`src/rtl/modbus_rtu_response_parser_assert.svh`:
```
// Assertion macros for the Modbus RTU response parser.
// Used by the top level; depends on nothing else.
`ifndef MODBUS_RTU_RESPONSE_PARSER_ASSERT_SVH
`define MODBUS_RTU_RESPONSE_PARSER_ASSERT_SVH

// same-cycle implication
`define MRP_ASSERT_NOW(label, clk, rst, ante, cons) \
   label: assert property (@(posedge clk) disable iff (rst) (ante) |-> (cons)) \
      else $error("modbus rtu parser check failed");

// next-cycle implication
`define MRP_ASSERT_NEXT(label, clk, rst, ante, cons) \
   label: assert property (@(posedge clk) disable iff (rst) (ante) |=> (cons)) \
      else $error("modbus rtu parser check failed");

`endif

```
`src/rtl/mrp_pkg.sv`:
```
// Shared types and constants of the Modbus RTU response parser.
// No dependencies.
`timescale 1ns / 1ps

package mrp_pkg;

   localparam logic [2:0] KIND_COIL     = 3'd0;
   localparam logic [2:0] KIND_REGISTER = 3'd1;
   localparam logic [2:0] KIND_SINGLE   = 3'd2;
   localparam logic [2:0] KIND_MULTI    = 3'd3;
   localparam logic [2:0] KIND_DIAG     = 3'd4;
   localparam logic [2:0] KIND_SUBFUNC  = 3'd5;
   localparam logic [2:0] KIND_EXCEPT   = 3'd6;
   localparam logic [2:0] KIND_VERDICT  = 3'd7;

   localparam logic [1:0] STATUS_OK       = 2'd0;
   localparam logic [1:0] STATUS_SHORT    = 2'd1;
   localparam logic [1:0] STATUS_CRC      = 2'd2;
   localparam logic [1:0] STATUS_LONG     = 2'd3;

   localparam logic [1:0] CLASS_NORMAL = 2'd0;
   localparam logic [1:0] CLASS_FAULT  = 2'd1;
   localparam logic [1:0] CLASS_OTHER  = 2'd2;

   localparam logic [7:0] FC_READ_COILS      = 8'h01;
   localparam logic [7:0] FC_READ_DISCRETE   = 8'h02;
   localparam logic [7:0] FC_READ_HOLDING    = 8'h03;
   localparam logic [7:0] FC_READ_INPUT      = 8'h04;
   localparam logic [7:0] FC_WRITE_COIL      = 8'h05;
   localparam logic [7:0] FC_WRITE_REGISTER  = 8'h06;
   localparam logic [7:0] FC_READ_STATUS     = 8'h07;
   localparam logic [7:0] FC_EVENT_COUNTER   = 8'h0B;
   localparam logic [7:0] FC_WRITE_COILS     = 8'h0F;
   localparam logic [7:0] FC_WRITE_REGISTERS = 8'h10;
   localparam logic [7:0] FC_EXCEPTION_BIT   = 8'h80;

   localparam logic [15:0] CRC_INIT      = 16'hFFFF;
   localparam logic [15:0] CRC_POLY      = 16'hA001;
   localparam logic [15:0] COIL_ON_VALUE = 16'hFF00;
   localparam logic [7:0]  STATUS_FAULT  = 8'hFF;
   localparam logic [7:0]  STATUS_NORMAL = 8'h00;

   typedef struct packed {
      logic [2:0]  kind;
      logic [7:0]  slave_address;
      logic [7:0]  function_code;
      logic [7:0]  item_index;
      logic [15:0] value_word;
      logic [15:0] address_word;
      logic        coil_on;
      logic [1:0]  status_class;
      logic [7:0]  exception_code;
      logic [1:0]  frame_status;
      logic        last;
   } result_type;

   typedef struct packed {
      logic       field_valid;
      result_type field;
      logic       verdict_valid;
      result_type verdict;
   } bundle_type;

endpackage

```
`src/rtl/mrp_if.sv`:
```
// Channel interfaces of the Modbus RTU response parser: frame bytes in, results out.
// No dependencies.
`timescale 1ns / 1ps

interface mrp_req_if;
   logic       valid;
   logic       ready;
   logic [7:0] data_byte;
   logic       frame_end;

   modport source (output valid, output data_byte, output frame_end, input ready);
   modport sink (input valid, input data_byte, input frame_end, output ready);
endinterface

interface mrp_rsp_if;
   logic        valid;
   logic        ready;
   logic [2:0]  kind;
   logic [7:0]  slave_address;
   logic [7:0]  function_code;
   logic [7:0]  item_index;
   logic [15:0] value_word;
   logic [15:0] address_word;
   logic        coil_on;
   logic [1:0]  status_class;
   logic [7:0]  exception_code;
   logic [1:0]  frame_status;
   logic        last;

   modport source (output valid, output kind, output slave_address, output function_code,
                   output item_index, output value_word, output address_word,
                   output coil_on, output status_class, output exception_code,
                   output frame_status, output last, input ready);
   modport sink (input valid, input kind, input slave_address, input function_code,
                 input item_index, input value_word, input address_word,
                 input coil_on, input status_class, input exception_code,
                 input frame_status, input last, output ready);
endinterface

```
`src/rtl/modbus_rtu_response_parser.sv`:
```
// Channel   Dir  Word
// req_if    in   data_byte, frame_end (one frame byte)
// rsp_if    out  kind, addresses, values, verdict, last (one result)
//
// One byte is taken per cycle while the result side keeps up; the CRC update and field
// capture are one combinational pass from the frame state into the result register pair.
// A byte that yields a field and closes the frame gives two output words, field first.
// Reset is synchronous and returns the frame state to the start of a frame.
// A stalled output holds the pair; input is taken once its last word leaves.
`timescale 1ns / 1ps
`include "modbus_rtu_response_parser_assert.svh"

module modbus_rtu_response_parser #(
   parameter int MAX_FRAME_BYTES = 256
) (
   input  logic      clock,
   input  logic      reset,
   mrp_req_if.sink   req_if,
   mrp_rsp_if.source rsp_if
);

   mrp_pkg::bundle_type bundle;
   logic                load;
   logic                load_ok;

   mrp_parser #(
      .MAX_FRAME_BYTES(MAX_FRAME_BYTES)
   ) u_parser (
      .clock   (clock),
      .reset   (reset),
      .req_if  (req_if),
      .load_ok (load_ok),
      .load    (load),
      .bundle  (bundle)
   );

   mrp_out u_out (
      .clock   (clock),
      .reset   (reset),
      .load    (load),
      .bundle  (bundle),
      .load_ok (load_ok),
      .rsp_if  (rsp_if)
   );

   `MRP_ASSERT_NOW(a_last_on_verdict, clock, reset, rsp_if.valid,
      (rsp_if.kind == mrp_pkg::KIND_VERDICT) == rsp_if.last)
   `MRP_ASSERT_NOW(a_end_gives_verdict, clock, reset,
      req_if.valid && req_if.ready && req_if.frame_end, bundle.verdict_valid)
   `MRP_ASSERT_NOW(a_field_not_verdict, clock, reset, load && bundle.field_valid,
      bundle.field.kind != mrp_pkg::KIND_VERDICT && !bundle.field.last)
   `MRP_ASSERT_NEXT(a_verdict_follows_field, clock, reset,
      load && bundle.field_valid && bundle.verdict_valid,
      rsp_if.valid && rsp_if.kind != mrp_pkg::KIND_VERDICT)

endmodule

```
`src/rtl/mrp_parser.sv`:
```
// Frame state, running CRC and field assembly; one byte per accepted word.
// Depends on mrp_pkg and mrp_req_if.
`timescale 1ns / 1ps

module mrp_parser #(
   parameter int MAX_FRAME_BYTES = 256
) (
   input  logic               clock,
   input  logic               reset,
   mrp_req_if.sink            req_if,
   input  logic               load_ok,
   output logic               load,
   output mrp_pkg::bundle_type bundle
);

   localparam int PosW = $clog2(MAX_FRAME_BYTES + 2);
   localparam int CmpW = (PosW > 8) ? PosW : 8;
   localparam logic [PosW-1:0] MaxPos  = PosW'(MAX_FRAME_BYTES);
   localparam logic [PosW-1:0] LongPos = PosW'(MAX_FRAME_BYTES + 1);

   logic [PosW-1:0] pos_ff, pos_in;
   logic [15:0]     crc_ff, crc_in;
   logic [7:0]      addr_ff, addr_in;
   logic [7:0]      func_ff, func_in;
   logic [7:0]      count_ff, count_in;
   logic [7:0]      high_ff, high_in;
   logic [15:0]     first_ff, first_in;
   logic [7:0]      vcount_ff, vcount_in;
   logic [7:0]      lag1_ff, lag1_in;
   logic [7:0]      lag2_ff, lag2_in;

   logic [CmpW-1:0] offset;
   logic [CmpW-1:0] coil_limit;
   logic [CmpW-1:0] reg_limit;
   logic [15:0]     word;
   logic [7:0]      b;

   function automatic logic [15:0] crc_feed(input logic [15:0] crc, input logic [7:0] data);
      logic [15:0] c;
      c = crc ^ {8'h00, data};
      for (int k = 0; k < 8; k++) begin
         c = c[0] ? ((c >> 1) ^ mrp_pkg::CRC_POLY) : (c >> 1);
      end
      return c;
   endfunction

   assign req_if.ready = load_ok;
   assign load         = req_if.valid & load_ok;
   assign b            = req_if.data_byte;
   assign offset       = CmpW'(pos_ff) - CmpW'(4);
   assign coil_limit   = CmpW'(count_ff);
   assign reg_limit    = CmpW'({count_ff[7:1], 1'b0});
   assign word         = {high_ff, lag2_ff};

   always_comb begin
      pos_in    = pos_ff;
      crc_in    = crc_ff;
      addr_in   = addr_ff;
      func_in   = func_ff;
      count_in  = count_ff;
      high_in   = high_ff;
      first_in  = first_ff;
      vcount_in = vcount_ff;
      lag1_in   = lag1_ff;
      lag2_in   = lag2_ff;
      bundle    = '0;
      bundle.field.slave_address = addr_ff;
      bundle.field.function_code = func_ff;

      if (load) begin
         if (pos_ff < MaxPos) begin
            crc_in = crc_feed(crc_ff, b);
            if (pos_ff == PosW'(0)) addr_in = b;
            if (pos_ff == PosW'(1)) func_in = b;
            if (pos_ff >= PosW'(4)) begin
               if (func_ff >= mrp_pkg::FC_EXCEPTION_BIT) begin
                  if (offset == '0) begin
                     bundle.field_valid          = 1'b1;
                     bundle.field.kind           = mrp_pkg::KIND_EXCEPT;
                     bundle.field.exception_code = lag2_ff;
                  end
               end else begin
                  case (func_ff)
                     mrp_pkg::FC_READ_COILS, mrp_pkg::FC_READ_DISCRETE: begin
                        if (offset == '0) begin
                           count_in  = lag2_ff;
                           vcount_in = '0;
                        end else if (offset <= coil_limit) begin
                           bundle.field_valid      = 1'b1;
                           bundle.field.kind       = mrp_pkg::KIND_COIL;
                           bundle.field.item_index = vcount_ff;
                           bundle.field.value_word = {8'h00, lag2_ff};
                           vcount_in               = vcount_ff + 8'd1;
                        end
                     end
                     mrp_pkg::FC_READ_HOLDING, mrp_pkg::FC_READ_INPUT: begin
                        if (offset == '0) begin
                           count_in  = lag2_ff;
                           vcount_in = '0;
                        end else if (offset <= reg_limit) begin
                           if (offset[0]) begin
                              high_in = lag2_ff;
                           end else begin
                              bundle.field_valid      = 1'b1;
                              bundle.field.kind       = mrp_pkg::KIND_REGISTER;
                              bundle.field.item_index = vcount_ff;
                              bundle.field.value_word = word;
                              vcount_in               = vcount_ff + 8'd1;
                           end
                        end
                     end
                     mrp_pkg::FC_WRITE_COIL, mrp_pkg::FC_WRITE_REGISTER,
                     mrp_pkg::FC_WRITE_COILS, mrp_pkg::FC_WRITE_REGISTERS: begin
                        if (offset == CmpW'(0) || offset == CmpW'(2)) begin
                           high_in = lag2_ff;
                        end else if (offset == CmpW'(1)) begin
                           first_in = word;
                        end else if (offset == CmpW'(3)) begin
                           bundle.field_valid        = 1'b1;
                           bundle.field.kind         =
                              (func_ff == mrp_pkg::FC_WRITE_COIL ||
                               func_ff == mrp_pkg::FC_WRITE_REGISTER) ?
                              mrp_pkg::KIND_SINGLE : mrp_pkg::KIND_MULTI;
                           bundle.field.value_word   = word;
                           bundle.field.address_word = first_ff;
                           bundle.field.coil_on      = (func_ff == mrp_pkg::FC_WRITE_COIL) &&
                                                       (word == mrp_pkg::COIL_ON_VALUE);
                        end
                     end
                     mrp_pkg::FC_READ_STATUS: begin
                        if (offset == '0) begin
                           bundle.field_valid      = 1'b1;
                           bundle.field.kind       = mrp_pkg::KIND_DIAG;
                           bundle.field.value_word = {8'h00, lag2_ff};
                           if (lag2_ff == mrp_pkg::STATUS_NORMAL) begin
                              bundle.field.status_class = mrp_pkg::CLASS_NORMAL;
                           end else if (lag2_ff == mrp_pkg::STATUS_FAULT) begin
                              bundle.field.status_class = mrp_pkg::CLASS_FAULT;
                           end else begin
                              bundle.field.status_class = mrp_pkg::CLASS_OTHER;
                           end
                        end
                     end
                     mrp_pkg::FC_EVENT_COUNTER: begin
                        if (offset == '0) begin
                           high_in = lag2_ff;
                        end else if (offset == CmpW'(1)) begin
                           bundle.field_valid      = 1'b1;
                           bundle.field.kind       = mrp_pkg::KIND_SUBFUNC;
                           bundle.field.value_word = word;
                        end
                     end
                     default: begin
                     end
                  endcase
               end
            end
            lag2_in = lag1_ff;
            lag1_in = b;
            pos_in  = pos_ff + PosW'(1);
         end else begin
            pos_in = LongPos;
         end

         if (req_if.frame_end) begin
            bundle.verdict_valid         = 1'b1;
            bundle.verdict.kind          = mrp_pkg::KIND_VERDICT;
            bundle.verdict.slave_address = addr_in;
            bundle.verdict.function_code = func_in;
            bundle.verdict.last          = 1'b1;
            if (pos_in < PosW'(4)) begin
               bundle.verdict.frame_status = mrp_pkg::STATUS_SHORT;
            end else if (pos_in > MaxPos) begin
               bundle.verdict.frame_status = mrp_pkg::STATUS_LONG;
            end else if (crc_in != 16'h0000) begin
               bundle.verdict.frame_status = mrp_pkg::STATUS_CRC;
            end else begin
               bundle.verdict.frame_status = mrp_pkg::STATUS_OK;
            end
            pos_in    = '0;
            crc_in    = mrp_pkg::CRC_INIT;
            addr_in   = '0;
            func_in   = '0;
            count_in  = '0;
            high_in   = '0;
            first_in  = '0;
            vcount_in = '0;
            lag1_in   = '0;
            lag2_in   = '0;
         end
      end
   end

   always_ff @(posedge clock) begin
      if (reset) begin
         pos_ff    <= '0;
         crc_ff    <= mrp_pkg::CRC_INIT;
         addr_ff   <= '0;
         func_ff   <= '0;
         count_ff  <= '0;
         high_ff   <= '0;
         first_ff  <= '0;
         vcount_ff <= '0;
         lag1_ff   <= '0;
         lag2_ff   <= '0;
      end else begin
         pos_ff    <= pos_in;
         crc_ff    <= crc_in;
         addr_ff   <= addr_in;
         func_ff   <= func_in;
         count_ff  <= count_in;
         high_ff   <= high_in;
         first_ff  <= first_in;
         vcount_ff <= vcount_in;
         lag1_ff   <= lag1_in;
         lag2_ff   <= lag2_in;
      end
   end

endmodule

```
`src/rtl/mrp_out.sv`:
```
// Result register pair: holds a field word and a verdict word, sends field first.
// Depends on mrp_pkg and mrp_rsp_if.
`timescale 1ns / 1ps

module mrp_out (
   input  logic                clock,
   input  logic                reset,
   input  logic                load,
   input  mrp_pkg::bundle_type bundle,
   output logic                load_ok,
   mrp_rsp_if.source           rsp_if
);

   logic                fv_ff, fv_in;
   logic                vv_ff, vv_in;
   mrp_pkg::result_type f_ff, f_in;
   mrp_pkg::result_type v_ff, v_in;
   mrp_pkg::result_type cur;
   logic                pop;

   assign cur     = fv_ff ? f_ff : v_ff;
   assign pop     = (fv_ff | vv_ff) & rsp_if.ready;
   assign load_ok = !(fv_ff | vv_ff) || (pop && !(fv_ff && vv_ff));

   assign rsp_if.valid          = fv_ff | vv_ff;
   assign rsp_if.kind           = cur.kind;
   assign rsp_if.slave_address  = cur.slave_address;
   assign rsp_if.function_code  = cur.function_code;
   assign rsp_if.item_index     = cur.item_index;
   assign rsp_if.value_word     = cur.value_word;
   assign rsp_if.address_word   = cur.address_word;
   assign rsp_if.coil_on        = cur.coil_on;
   assign rsp_if.status_class   = cur.status_class;
   assign rsp_if.exception_code = cur.exception_code;
   assign rsp_if.frame_status   = cur.frame_status;
   assign rsp_if.last           = cur.last;

   always_comb begin
      fv_in = fv_ff;
      vv_in = vv_ff;
      f_in  = f_ff;
      v_in  = v_ff;
      if (pop) begin
         if (fv_ff) begin
            fv_in = 1'b0;
         end else begin
            vv_in = 1'b0;
         end
      end
      if (load) begin
         fv_in = bundle.field_valid;
         vv_in = bundle.verdict_valid;
         f_in  = bundle.field;
         v_in  = bundle.verdict;
      end
   end

   always_ff @(posedge clock) begin
      if (reset) begin
         fv_ff <= 1'b0;
         vv_ff <= 1'b0;
      end else begin
         fv_ff <= fv_in;
         vv_ff <= vv_in;
      end
   end

   always_ff @(posedge clock) begin
      f_ff <= f_in;
      v_ff <= v_in;
   end

endmodule

```
`src/flat_wrapper.sv`:
```
// flat-port wrapper written by rule: the top's interface ports become plain ports
module modbus_rtu_response_parser_flat 
#(
   parameter int MAX_FRAME_BYTES = 256
)
  (clock, reset, req_if_valid, req_if_data_byte, req_if_frame_end, req_if_ready, rsp_if_valid, rsp_if_kind, rsp_if_slave_address, rsp_if_function_code, rsp_if_item_index, rsp_if_value_word, rsp_if_address_word, rsp_if_coil_on, rsp_if_status_class, rsp_if_exception_code, rsp_if_frame_status, rsp_if_last, rsp_if_ready);
  mrp_req_if req_if_i ();
  mrp_rsp_if rsp_if_i ();
  input  logic clock;
  input  logic reset;
  input wire logic [$bits(req_if_i.valid)-1:0] req_if_valid;
  input wire logic [$bits(req_if_i.data_byte)-1:0] req_if_data_byte;
  input wire logic [$bits(req_if_i.frame_end)-1:0] req_if_frame_end;
  output wire logic [$bits(req_if_i.ready)-1:0] req_if_ready;
  output wire logic [$bits(rsp_if_i.valid)-1:0] rsp_if_valid;
  output wire logic [$bits(rsp_if_i.kind)-1:0] rsp_if_kind;
  output wire logic [$bits(rsp_if_i.slave_address)-1:0] rsp_if_slave_address;
  output wire logic [$bits(rsp_if_i.function_code)-1:0] rsp_if_function_code;
  output wire logic [$bits(rsp_if_i.item_index)-1:0] rsp_if_item_index;
  output wire logic [$bits(rsp_if_i.value_word)-1:0] rsp_if_value_word;
  output wire logic [$bits(rsp_if_i.address_word)-1:0] rsp_if_address_word;
  output wire logic [$bits(rsp_if_i.coil_on)-1:0] rsp_if_coil_on;
  output wire logic [$bits(rsp_if_i.status_class)-1:0] rsp_if_status_class;
  output wire logic [$bits(rsp_if_i.exception_code)-1:0] rsp_if_exception_code;
  output wire logic [$bits(rsp_if_i.frame_status)-1:0] rsp_if_frame_status;
  output wire logic [$bits(rsp_if_i.last)-1:0] rsp_if_last;
  input wire logic [$bits(rsp_if_i.ready)-1:0] rsp_if_ready;
  assign req_if_i.valid = req_if_valid;
  assign req_if_i.data_byte = req_if_data_byte;
  assign req_if_i.frame_end = req_if_frame_end;
  assign req_if_ready = req_if_i.ready;
  assign rsp_if_valid = rsp_if_i.valid;
  assign rsp_if_kind = rsp_if_i.kind;
  assign rsp_if_slave_address = rsp_if_i.slave_address;
  assign rsp_if_function_code = rsp_if_i.function_code;
  assign rsp_if_item_index = rsp_if_i.item_index;
  assign rsp_if_value_word = rsp_if_i.value_word;
  assign rsp_if_address_word = rsp_if_i.address_word;
  assign rsp_if_coil_on = rsp_if_i.coil_on;
  assign rsp_if_status_class = rsp_if_i.status_class;
  assign rsp_if_exception_code = rsp_if_i.exception_code;
  assign rsp_if_frame_status = rsp_if_i.frame_status;
  assign rsp_if_last = rsp_if_i.last;
  assign rsp_if_i.ready = rsp_if_ready;
  modbus_rtu_response_parser #(.MAX_FRAME_BYTES(MAX_FRAME_BYTES)) u_core (.clock(clock), .reset(reset), .req_if(req_if_i), .rsp_if(rsp_if_i));
endmodule
```
`config.mk`:
```
export PLATFORM = sky130hd
export DESIGN_NAME = modbus_rtu_response_parser_flat
export DESIGN_NICKNAME = d
export VERILOG_FILES = /design/src/rtl/mrp_pkg.sv /design/src/rtl/mrp_if.sv /design/src/rtl/modbus_rtu_response_parser.sv /design/src/rtl/mrp_parser.sv /design/src/rtl/mrp_out.sv /design/src/flat_wrapper.sv
export VERILOG_INCLUDE_DIRS = /design/src /design/src/rtl
export SDC_FILE = /design/constraint.sdc
export NUM_CORES = 1
export LEC_CHECK = 0
export BUFFER_PORTS_ARGS = -buffer_cell sky130_fd_sc_hd__buf_2
export CAP_MARGIN = 20
export CORE_AREA = 2 2 166 168
export DETAILED_ROUTE_END_ITERATION = 8
export DIE_AREA = 0 0 168 170
export PLACE_DENSITY = 0.62
export SETUP_SLACK_MARGIN = 0.15
export SYNTH_ARGS = -nofsm -noshare
export SYNTH_HDL_FRONTEND = slang
export SYNTH_SLANG_ARGS = --single-unit
```
`constraint.sdc`:
```
create_clock -name clock -period 5.4 [get_ports clock]
set_clock_uncertainty 0.1 [all_clocks]
set_input_delay 1.62 -clock clock [delete_from_list [all_inputs] [get_ports clock]]
set_output_delay 1.62 -clock clock [all_outputs]
set_load 0.01 [all_outputs]
```
; ---- After elaboration in Yosys (flattened, before gate mapping)
; Index checks and enable logic that the tools add are counted.
[word_totals]
regBits = 191
[classes]
n_addsub = 3
magnitude_cmp = 7
n_eq_ne = 27
mux = 98
n_bitwise = 19
reduce_logical = 37
[ops]
columns = op, count
row1 = $mux W16, 20
row2 = $mux W8, 34
row3 = $mux W24, 5
row4 = $mux W33, 3
row5 = $pmux W16 S5, 1
row6 = $mux W73, 1
row7 = $mux W4, 15
row8 = $eq A8 B3 Y1 const B, 4
row9 = $pmux W8 S2, 2
row10 = $mux W9, 3
row11 = $not A2 Y3, 8
row12 = $pmux W8 S3, 1
row13 = $mux W20, 1
row14 = $pmux W4 S5, 1
row15 = $eq A9 B1 Y1 const B, 2
row16 = $eq A9 B2 Y1 const B, 2
row17 = $le A9 B8 Y1, 2
row18 = $logic_not A9 Y1, 2
row19 = $eq A16 B16 Y1 const B, 1
row20 = $eq A8 B2 Y1 const B, 2
row21 = $eq A8 B4 Y1 const B, 2
row22 = $reduce_bool A16 Y1, 1
row23 = $xor A16 B8 Y16, 1
row24 = $ne A3 B3 Y1 const B, 5
row25 = 37 further kinds, 72

; ---- Longest topological paths before layout
; Gate-level depths: netlist (run 1).
[depth]
ltp_word = 23
ltp_mapped = 14

; ---- By module
; From an unflattened synthesis (run 1), not the netlist that was laid out.
[hier_totals]
cells_unflattened = 1020
hier_area_um2 = 11554.8
[modules_own_cells]
columns = mod, n_inst, cells_per_inst, area_each_um2, seq_area_each_um2
row1 = mrp_parser, 1, 780, 6177.2, 1941.9
row2 = mrp_out, 1, 240, 5377.7, 4424.2

; ---- Least setup slack after synthesis (run 1)
; No wires, ideal clock.
[synth_timing]
kind = in2reg
startpoint = input port rsp_if_ready
endpoint = register u_core.u_parser.crc_ff[10]
setup_time_ps = 141
t_arrival_ps = 5300
required_ps = 5159
setup_slack_ps = -142
cell_stages = 7
path_buffers = 1
cell_sequence = nor2b_1 > a21oi_1 > nand2_1 > clkinv_1 > a21oi_1 > clkbuf_1 > o211ai_1
[synth_via]
elab_chain_len = 4
[synth_lines]
columns = element, line
row1 = start: declaration, flat_wrapper.sv:27  ; input wire logic [$bits(rsp_if_i.ready)-1:0] rsp_if_ready;
row2 = $and A1 B1 Y1, mrp_out.sv:22  ; assign pop = (fv_ff | vv_ff) & rsp_if.ready;
row3 = $logic_and A1 B1 Y1, mrp_out.sv:23  ; assign load_ok = !(fv_ff | vv_ff) || (pop && !(fv_ff && vv_ff));
row4 = $logic_or A1 B1 Y1, mrp_out.sv:23
row5 = named net req_if_ready, flat_wrapper.sv:14  ; output wire logic [$bits(req_if_i.ready)-1:0] req_if_ready;
row6 = $and A1 B1 Y1, mrp_parser.sv:48  ; assign load = req_if.valid & load_ok;
row7 = named net u_core.load, modbus_rtu_response_parser.sv:23  ; logic load;
row8 = end signal: assignment, mrp_parser.sv:197  ; crc_ff <= mrp_pkg::CRC_INIT;
row9 = end signal: assignment, mrp_parser.sv:208  ; crc_ff <= crc_in;
row10 = end: declaration, mrp_parser.sv:22  ; logic [15:0] crc_ff, crc_in;
; The timed path passes the listed nets, and every way through them passes these cells.
; A chain may end at the register's enable or synchronous reset.

; ---- Final worst setup path (run 1)
[layout_timing]
startpoint = register u_core.u_out.fv_ff
endpoint = output port rsp_if_function_code[0]
[layout_via]
elab_chain_len = 1
[layout_lines]
columns = element, line
row1 = start: declaration, mrp_out.sv:14  ; logic fv_ff, fv_in;
row2 = start signal: assignment, mrp_out.sv:63  ; fv_ff <= fv_in;
row3 = $mux W73, mrp_out.sv:21  ; assign cur = fv_ff ? f_ff : v_ff;
row4 = end: declaration, flat_wrapper.sv:18  ; output wire logic [$bits(rsp_if_i.function_code)-1:0] rsp_if_function_code;
; No other way between the ends.

==> flow_metrics.env, run 1 <==
export IMPL_status="finished, final reports clean"
export IMPL_syn2layout_area_growth_pct=14.2
export IMPL_ctsHoldBuffers=0
export IMPL_clkTransAtPathRegs_ns=0.07
export IMPL_crit_cells=3
export IMPL_total_power_mw=3.18
export IMPL_cp_end_kind="output pin"
export IMPL_synth_ff_latch_count=188
export IMPL_most_common_layout_cells="sky130_fd_sc_hd__dfxtp_1 (98), sky130_fd_sc_hd__and2_1 (96), sky130_fd_sc_hd__edfxtp_1 (89)"
export IMPL_firstDrtPassIters=8
export IMPL_multi_input_comb_area_mm2=0.00423
export IMPL_post_route_period_util=0.735
export IMPL_grt_setup_unrepaired="false"
export IMPL_drcViolationCount=0
export IMPL_synth_largest_area_cell="sky130_fd_sc_hd__edfxtp_1"
export IMPL_tns_ns=0
export IMPL_timing_critical_path_fanout_max=42
export IMPL_antenna_found_initial=0
export IMPL_grt_max_degree=56
export IMPL_antenna_cells_inserted=0
export IMPL_crit_path_cell_trace="buf_4 -> mux2_2 -> buf_2"
export IMPL_cp_data_required_time_ns=3.68
export IMPL_wl_per_cell_um=17.0
export IMPL_beginning_of_the_worst_register_to_register_path="u_core.u_parser.pos_ff[2]"
export IMPL_postSynthAreaPerCell_um2=9.91
export IMPL_drt_wl_total_um=22800
export IMPL_power_static_leakage_nw=4.08
export IMPL_cts_tree="built"
export IMPL_gp_congestion=0.837
export IMPL_clock_tree_htree_level_count=4
export IMPL_clock_tree_buffer_depth=2
export IMPL_critPathCapture="rsp_if_function_code[0]"
export IMPL_synthesis_yosys_warnings=0
export IMPL_netlist_cell_type_count=68
export IMPL_slew_viol_final=0
export IMPL_number_of_max_cap_violations=0
export IMPL_ys_seq_area_frac=0.505
export IMPL_clk_latency_ns=0.43
export IMPL_synthFlopType="sky130_fd_sc_hd__dfxtp_1"
export IMPL_max_slew_worst_pin_slew_ns=1.04
export IMPL_first_global_vias=6603
export IMPL_setup_worst_path_start_class="register"
export IMPL_syn_cell_area_mm2=0.00923
export IMPL_filler_cell_count=2601
export IMPL_grt_overflow=0
export IMPL_ir_worst_vdd_uv=183
export IMPL_critPathLaunch="u_core.u_out.fv_ff"
export IMPL_grt_first_pass_wirelength_um=36600
export IMPL_tightest_hold_margin_ns=0.361
export IMPL_worst_max_slew_margin_expressed_relative_to_the_limit=0.302
export IMPL_synth_top_cell_area_share=0.290
export IMPL_global_route_usage_over_all_layers=0.162
export IMPL_reg2regPathDepth=11
export IMPL_timing_setup_critical_path_class="register to output pin"
export IMPL_timing_hold_worst_class="register to register"
export IMPL_cts_resized=0
export IMPL_final_cell_count_no_fill=1339
export IMPL_chipHeight_um=170
export IMPL_routed_via_density=5.31
export IMPL_dpl_hpwl_um=15100
export IMPL_placed_cells=1307
export IMPL_number_of_synthesized_flops_with_an_enable_pin=89
export IMPL_critPathTopFamily="flip-flops"
export IMPL_vias=7107
export IMPL_initial_utilization=0.346
export IMPL_post_cts_repair_setup_buffers=0
export IMPL_detailedRoute_firstIterationViolations=579
export IMPL_crit_path_max_incr_delay_ns=0.85
export IMPL_power_density_cell_area_mw_per_mm2=302
export IMPL_layout_cells_sized_above_1=0.167
export IMPL_die_w_um=168
export IMPL_ioPinCount=88
export IMPL_cts_made_buffers=17
export IMPL_report_final_hold_viol_count=0
export IMPL_post_route_worst_setup_slack_ns=1.43
export IMPL_yosys_top_cells_area="sky130_fd_sc_hd__edfxtp_1 (29%), sky130_fd_sc_hd__dfxtp_1 (21%), sky130_fd_sc_hd__and2_1 (6.5%)"
export IMPL_mostFrequentLayoutCell="sky130_fd_sc_hd__dfxtp_1"
export IMPL_final_net_count=1017
export IMPL_cp_buf_inv_count=2
export IMPL_worst_r2r_setup_slack_ns=1.46
export IMPL_dieArea_mm2=0.0286
export IMPL_reg2reg_to="u_core.u_out.f_ff[38]"
export IMPL_port_buffer_count=87
export IMPL_fraction_of_registers_with_async_set_or_reset_after_synthesis=0
export IMPL_timing_fmax_ghz=0.252
export IMPL_cts_root_buf="sky130_fd_sc_hd__clkbuf_16"
export IMPL_finalSetupViolCount=0
export IMPL_synth_nets=963
export IMPL_dpl_worst_slack_ns=1.28
export IMPL_final_antenna_net_count=0
export IMPL_core_mm2=0.0267
export IMPL_minimum_clock_period_after_layout_ns=3.97
export IMPL_timing_critical_path_slowest_stage_cell="sky130_fd_sc_hd__dfxtp_2"
export IMPL_rows=60
export IMPL_worst_endpoint_arrival_ns=2.25
export IMPL_synthesis_instances=931
export IMPL_register_area_mm2=0.00466
export IMPL_cts_num_sinks=188
==> cell usage after synthesis (6+ instances only) <==
master	count
sky130_fd_sc_hd__a22o_1	16
sky130_fd_sc_hd__nand3b_1	6
sky130_fd_sc_hd__nor3_1	14
sky130_fd_sc_hd__clkbuf_1	49
sky130_fd_sc_hd__dfxtp_1	99
sky130_fd_sc_hd__a22oi_1	33
sky130_fd_sc_hd__nor4_1	8
sky130_fd_sc_hd__or4_1	9
sky130_fd_sc_hd__xor2_1	9
sky130_fd_sc_hd__o211ai_1	10
sky130_fd_sc_hd__nand4_1	10
sky130_fd_sc_hd__nand3_1	51
sky130_fd_sc_hd__and2_1	96
sky130_fd_sc_hd__and3_1	13
sky130_fd_sc_hd__edfxtp_1	89
sky130_fd_sc_hd__nand2_1	70
sky130_fd_sc_hd__inv_1	21
sky130_fd_sc_hd__mux2_2	16
sky130_fd_sc_hd__a21oi_1	55
sky130_fd_sc_hd__nor3b_1	9
sky130_fd_sc_hd__nor2_1	64
sky130_fd_sc_hd__ha_1	19
sky130_fd_sc_hd__o21ai_0	30
sky130_fd_sc_hd__a21o_1	14
sky130_fd_sc_hd__nand4b_1	6
sky130_fd_sc_hd__xnor2_1	22
sky130_fd_sc_hd__a31oi_1	16
==> sequential cells by signal (all words and copies together) (netlist names) <==
register	flops
u_core.u_parser.lag1_ff	8
u_core.u_out.f_ff	70
u_core.u_parser.lag2_ff	8
u_core.u_parser.vcount_ff	8
u_core.u_out.v_ff	19
u_core.u_parser.addr_ff	8
u_core.u_parser.func_ff	8
u_core.u_parser.count_ff	8
u_core.u_out.fv_ff	1
u_core.u_parser.crc_ff	16
u_core.u_parser.first_ff	16
u_core.u_parser.pos_ff	9
u_core.u_out.vv_ff	1
u_core.u_parser.high_ff	8
==> worst min-delay path: cells and delay by family, from the launching register on <==
| family | cells | cell delay, ns |
|---|---|---|
| flops | 1 | 0.31 |
| simple gates | 1 | 0.05 |
| compound gates | 1 | 0.05 |
==> how the worst min path moves through the flow <==
stage / start / to / cells past startpoint
3_3_place_gp: u_core.u_parser.count_ff[4] / u_core.u_parser.count_ff[4] / 2
6_report: u_core.u_parser.count_ff[6] / u_core.u_parser.count_ff[6] / 2
3_5_place_dp: u_core.u_parser.addr_ff[1] / u_core.u_out.f_ff[63] / 0
2_1_floorplan: u_core.u_parser.func_ff[2] / u_core.u_out.f_ff[56] / 0
4_1_cts: u_core.u_parser.count_ff[6] / u_core.u_parser.count_ff[6] / 2
5_1_grt: u_core.u_parser.addr_ff[3] / u_core.u_out.f_ff[65] / 0
==> through the flow <==
| step | util | cell area [um2] |
|---|---|---|
| 2_1_floorplan | - | 9230 |
| 3_3_place_gp | 0.372 | 9910 |
| 3_5_place_dp | 0.372 | 9910 |
| 4_1_cts | 0.395 | 10500 |
| 5_1_grt | 0.395 | 10500 |
| 6_report | 0.395 | 10500 |
==> report_power, final <==
group	internal, mW	total (mW)	switching [mW]
logic	0.0985	0.264	0.166
clock network	0.748	1.34	0.591
registers	1.54	1.57	0.0305
total	2.39	3.18	0.787
==> routing by layer <==
metal  GRT usage  vias up  wire length, um  part of all wire
li1            -     3488                -                 -
met1       0.224     3378            10800              0.47
met2       0.257      224            10400              0.46
met3      0.0295       17             1270             0.056
met4      0.0491        0              341             0.015
met5           0        -                0                 0
==> cells by family after synthesis <==
logic type / share of synthesized area
AO/OA/AOI/OAI: 0.155
flip-flops: 0.505
XOR/XNOR: 0.0343
buffers and inverters: 0.0373
AND/OR/NAND/NOR: 0.223
multiplexers: 0.0195
adder cells (fa/ha/maj): 0.0258
==> cell type report <==
cell class	instances	share of cell area
clock buffers	17	0.0404
clock inverters	15	0.0195
inverters	23	0.00831
multi-input cells	658	0.401
flip-flops and latches	188	0.442
well taps	341	0.0405
repair buffers	97	0.0484
No activity file was read; power rests on OpenSTA's default activity.
==> run 2, diff against run 1 <==
--- a/config.mk
+++ b/config.mk
@@ -6,12 +6,13 @@
 export SDC_FILE = /design/constraint.sdc
 export NUM_CORES = 1
 export LEC_CHECK = 0
+export ABC_AREA = 1
 export BUFFER_PORTS_ARGS = -buffer_cell sky130_fd_sc_hd__buf_2
 export CAP_MARGIN = 20
-export CORE_AREA = 2 2 166 168
+export CORE_AREA = 2 2 171 173
 export DETAILED_ROUTE_END_ITERATION = 8
-export DIE_AREA = 0 0 168 170
-export PLACE_DENSITY = 0.62
+export DIE_AREA = 0 0 173 175
+export PLACE_DENSITY = 0.6
 export SETUP_SLACK_MARGIN = 0.15
 export SYNTH_ARGS = -nofsm -noshare
 export SYNTH_HDL_FRONTEND = slang
==> constraint.sdc (replaced) <==
create_clock -name clock -period 4.02 [get_ports clock]
set_clock_uncertainty 0.1 [all_clocks]
set_input_delay 1.206 -clock clock [delete_from_list [all_inputs] [get_ports clock]]
set_output_delay 1.206 -clock clock [all_outputs]
set_load 0.01 [all_outputs]
==> run 2 against run 1 <==
Net effect: register-to-register slack worse by 0.66 ns; sequential power up 36%; synthesized area up 6.3%; clock power grew 25%; wire length rose by 3.0%; global-route usage shrank 0.16 points; synthesized cell count rose by 40%; final area grew 6.5%; sequential share of layout area is 2.7 points lower; core utilization about the same; critical path depth is 2 higher; critical path type unchanged; critical endpoint is now rsp_if_kind[1]; largest cell class unchanged; largest power group unchanged.
==> flow_metrics.env, run 2 <==
export IMPL_status="finished, final reports clean"
export IMPL_most_common_layout_cells="sky130_fd_sc_hd__nand2_1 (378), sky130_fd_sc_hd__inv_1 (199), sky130_fd_sc_hd__nor2_1 (137)"
export IMPL_postSynthAreaPerCell_um2=7.54
export IMPL_dieArea_mm2=0.0303
export IMPL_ir_worst_vdd_uv=278
export IMPL_core_mm2=0.0284
export IMPL_ctsHoldBuffers=0
export IMPL_power_frac_clock=0.396
export IMPL_cts_resized=0
export IMPL_clk_latency_ns=0.44
export IMPL_combPwrFrac=0.097
export IMPL_cts_made_buffers=17
export IMPL_drcViolationCount=0
export IMPL_slew_viol_final=0
export IMPL_first_global_vias=7806
export IMPL_final_antenna_net_count=0
export IMPL_antenna_cells_inserted=0
export IMPL_report_final_hold_viol_count=0
export IMPL_reg2regPathDepth=14
export IMPL_timing_critical_path_fanout_max=12
export IMPL_layout_cells_sized_above_1=0.132
export IMPL_filler_cell_count=2983
export IMPL_cts_tree="built"
export IMPL_wl_per_cell_um=13.3
export IMPL_setup_worst_path_start_class="register"
export IMPL_power_frac_seq=0.507
export IMPL_post_route_period_util=0.803
export IMPL_number_of_flip_flops_under_the_largest_register_name=70
export IMPL_dpl_hpwl_um=16700
export IMPL_clock_tree_buffer_depth=2
export IMPL_syn_cell_area_mm2=0.00981
export IMPL_tns_ns=0
export IMPL_synthesis_yosys_warnings=0
export IMPL_rows=62
export IMPL_cts_root_buf="sky130_fd_sc_hd__clkbuf_16"
export IMPL_whs_path_depth=0
export IMPL_synth_top_cell_area_share=0.272
export IMPL_clock_tree_htree_level_count=4
export IMPL_cp_end_kind="output pin"
export IMPL_grt_overflow=0
export IMPL_yosys_top_cells_area="sky130_fd_sc_hd__edfxtp_1 (27%), sky130_fd_sc_hd__dfxtp_1 (20%), sky130_fd_sc_hd__nand2_1 (14%)"
export IMPL_worst_r2r_setup_slack_ns=0.80
export IMPL_gp_congestion=0.851
export IMPL_synth_ff_latch_count=188
export IMPL_post_route_worst_setup_slack_ns=0.792
export IMPL_worst_max_slew_margin_expressed_relative_to_the_limit=0.341
export IMPL_mostFrequentLayoutCell="sky130_fd_sc_hd__nand2_1"
export IMPL_synth_nets=1332
export IMPL_minimum_clock_period_after_layout_ns=3.23
export IMPL_synth_most_common_cell="sky130_fd_sc_hd__nand2_1"
export IMPL_swShare=0.275
export IMPL_drt_wl_total_um=23500
export IMPL_p_sw_mw=1.16
export IMPL_firstDrtPassIters=5
export IMPL_detailedRoute_firstIterationViolations=478
export IMPL_cp_data_required_time_ns=2.71
export IMPL_placed_cells=1736
export IMPL_final_cell_count_no_fill=1768
export IMPL_power_density_cell_area_mw_per_mm2=375
export IMPL_finalSetupViolCount=0
export IMPL_synthFlopType="sky130_fd_sc_hd__dfxtp_1"
export IMPL_regMostFlops="u_core.u_out.f_ff"
export IMPL_syn2layout_area_growth_pct=14.4
export IMPL_timing_hold_worst_class="register to register"
export IMPL_die_w_um=173
export IMPL_synthesis_instances=1300
export IMPL_vias=8225
export IMPL_synth_largest_area_cell="sky130_fd_sc_hd__edfxtp_1"
export IMPL_number_of_max_cap_violations=0
export IMPL_power_static_leakage_nw=5.16
export IMPL_final_net_count=1403
export IMPL_fraction_of_registers_with_async_set_or_reset_after_synthesis=0
export IMPL_ioPinCount=88
export IMPL_grt_first_pass_wirelength_um=39400
export IMPL_global_route_usage_over_all_layers=0.160
export IMPL_ys_seq_area_frac=0.475
export IMPL_max_slew_worst_pin_slew_ns=0.978
export IMPL_clkTransAtPathRegs_ns=0.08
export IMPL_antenna_found_initial=0
export IMPL_chipHeight_um=175
export IMPL_worst_endpoint_arrival_ns=1.92
export IMPL_timing_setup_critical_path_class="register to output pin"
export IMPL_cts_num_sinks=188
export IMPL_grt_setup_unrepaired="false"
export IMPL_initial_utilization=0.345
export IMPL_number_of_synthesized_flops_with_an_enable_pin=89
export IMPL_synthTopCellsByCount="sky130_fd_sc_hd__nand2_1 (378), sky130_fd_sc_hd__inv_1 (199), sky130_fd_sc_hd__nor2_1 (137)"
export IMPL_timing_fmax_ghz=0.310
export IMPL_layout_top_registers="u_core.u_out.f_ff (70), u_core.u_out.v_ff (19)"
export IMPL_grt_max_degree=98
export IMPL_post_cts_repair_setup_buffers=0
export IMPL_port_buffer_count=87
export IMPL_netlist_cell_type_count=50
export IMPL_routed_via_density=4.65
export IMPL_p_int_mw=3.06
export IMPL_dpl_worst_slack_ns=0.599
==> run 2: cell types whose count changed in the layout (fill, tap and decap cells not counted), moves of 13 or more <==
cell,change
sky130_fd_sc_hd__a21o_1,-14
sky130_fd_sc_hd__a21oi_1,+24
sky130_fd_sc_hd__a22o_1,-16
sky130_fd_sc_hd__a22oi_1,-32
sky130_fd_sc_hd__a31oi_1,-16
sky130_fd_sc_hd__and2_1,-96
sky130_fd_sc_hd__and3_1,-13
sky130_fd_sc_hd__inv_1,+178
sky130_fd_sc_hd__mux2_2,-16
sky130_fd_sc_hd__nand2_1,+308
sky130_fd_sc_hd__nor2_1,+73
sky130_fd_sc_hd__o22ai_1,+16
sky130_fd_sc_hd__xnor2_1,-15
==> run 2: path summary, 6_finish.rpt <==
| check | from | to |
|---|---|---|
| max | u_core.u_out.fv_ff | rsp_if_kind[1] |
| min | u_core.u_parser.addr_ff[3] | u_core.u_out.f_ff[65] |
| max reg2reg | u_core.u_parser.pos_ff[2] | u_core.u_out.f_ff[35] |
| min reg2reg | u_core.u_parser.addr_ff[3] | u_core.u_out.f_ff[65] |
==> run 2: logic make-up (layout without fill, tap and decap cells) <==
kind of cell | Yosys count | after routing | synth area share
AO/OA/AOI/OAI | 162 | 162 | 0.0935
XOR/XNOR | 14 | 14 | 0.0125
adder cells (fa/ha/maj) | 19 | 19 | 0.0242
buffers and inverters | 260 | 344 | 0.103
flip-flops | 188 | 188 | 0.475
AND/OR/NAND/NOR | 657 | 657 | 0.292
==> run 2: layer usage <==
layer	vias to the layer above	GRT usage	wire (um)
met4	0	0.0494	328
li1	4261	-	-
met5	-	0	0
met1	3773	0.215	11200
met3	23	0.0255	959
met2	168	0.265	11000
==> run 2: stage by stage <==
stage / utilization / hold slack (ns) / total power, mW / area [um2]
4_1_cts: 0.395 / 0.355 / 4.25 / 11200
3_5_place_dp: 0.374 / 0.336 / 2.59 / 10600
5_1_grt: 0.395 / 0.366 / 4.40 / 11200
6_report: 0.395 / 0.354 / 4.21 / 11200
2_1_floorplan: - / 0.325 / 2.46 / 9810
3_3_place_gp: 0.374 / 0.333 / 2.58 / 10600
==> run 2: power by group through the flow <==
stage / clock network [mW] / registers [mW] / logic (mW)
floorplan: 0 / 2.16 / 0.302
global placement: 0 / 2.18 / 0.404
detailed placement: 0 / 2.18 / 0.411
CTS: 1.71 / 2.13 / 0.413
global route: 1.79 / 2.14 / 0.470
finish: 1.67 / 2.13 / 0.410
==> run 2: area by class of cell <==
type,instances,area [um2],area share
timing repair buffer,100,546,0.0486
clock buffer,17,425,0.0379
sequential,188,4660,0.415
inverter,212,796,0.0709
clock inverter,15,170,0.0152
tap,384,480,0.0428
multi-input combinational,852,4150,0.370
==> run 2: critical path: stages (launching register included) <==
cell and delay (ns):
sky130_fd_sc_hd__dfxtp_2 0.48, sky130_fd_sc_hd__clkinv_1 0.36, sky130_fd_sc_hd__buf_4 0.29, sky130_fd_sc_hd__nand2_1 0.15
sky130_fd_sc_hd__nand2_1 0.07, sky130_fd_sc_hd__buf_2 0.14
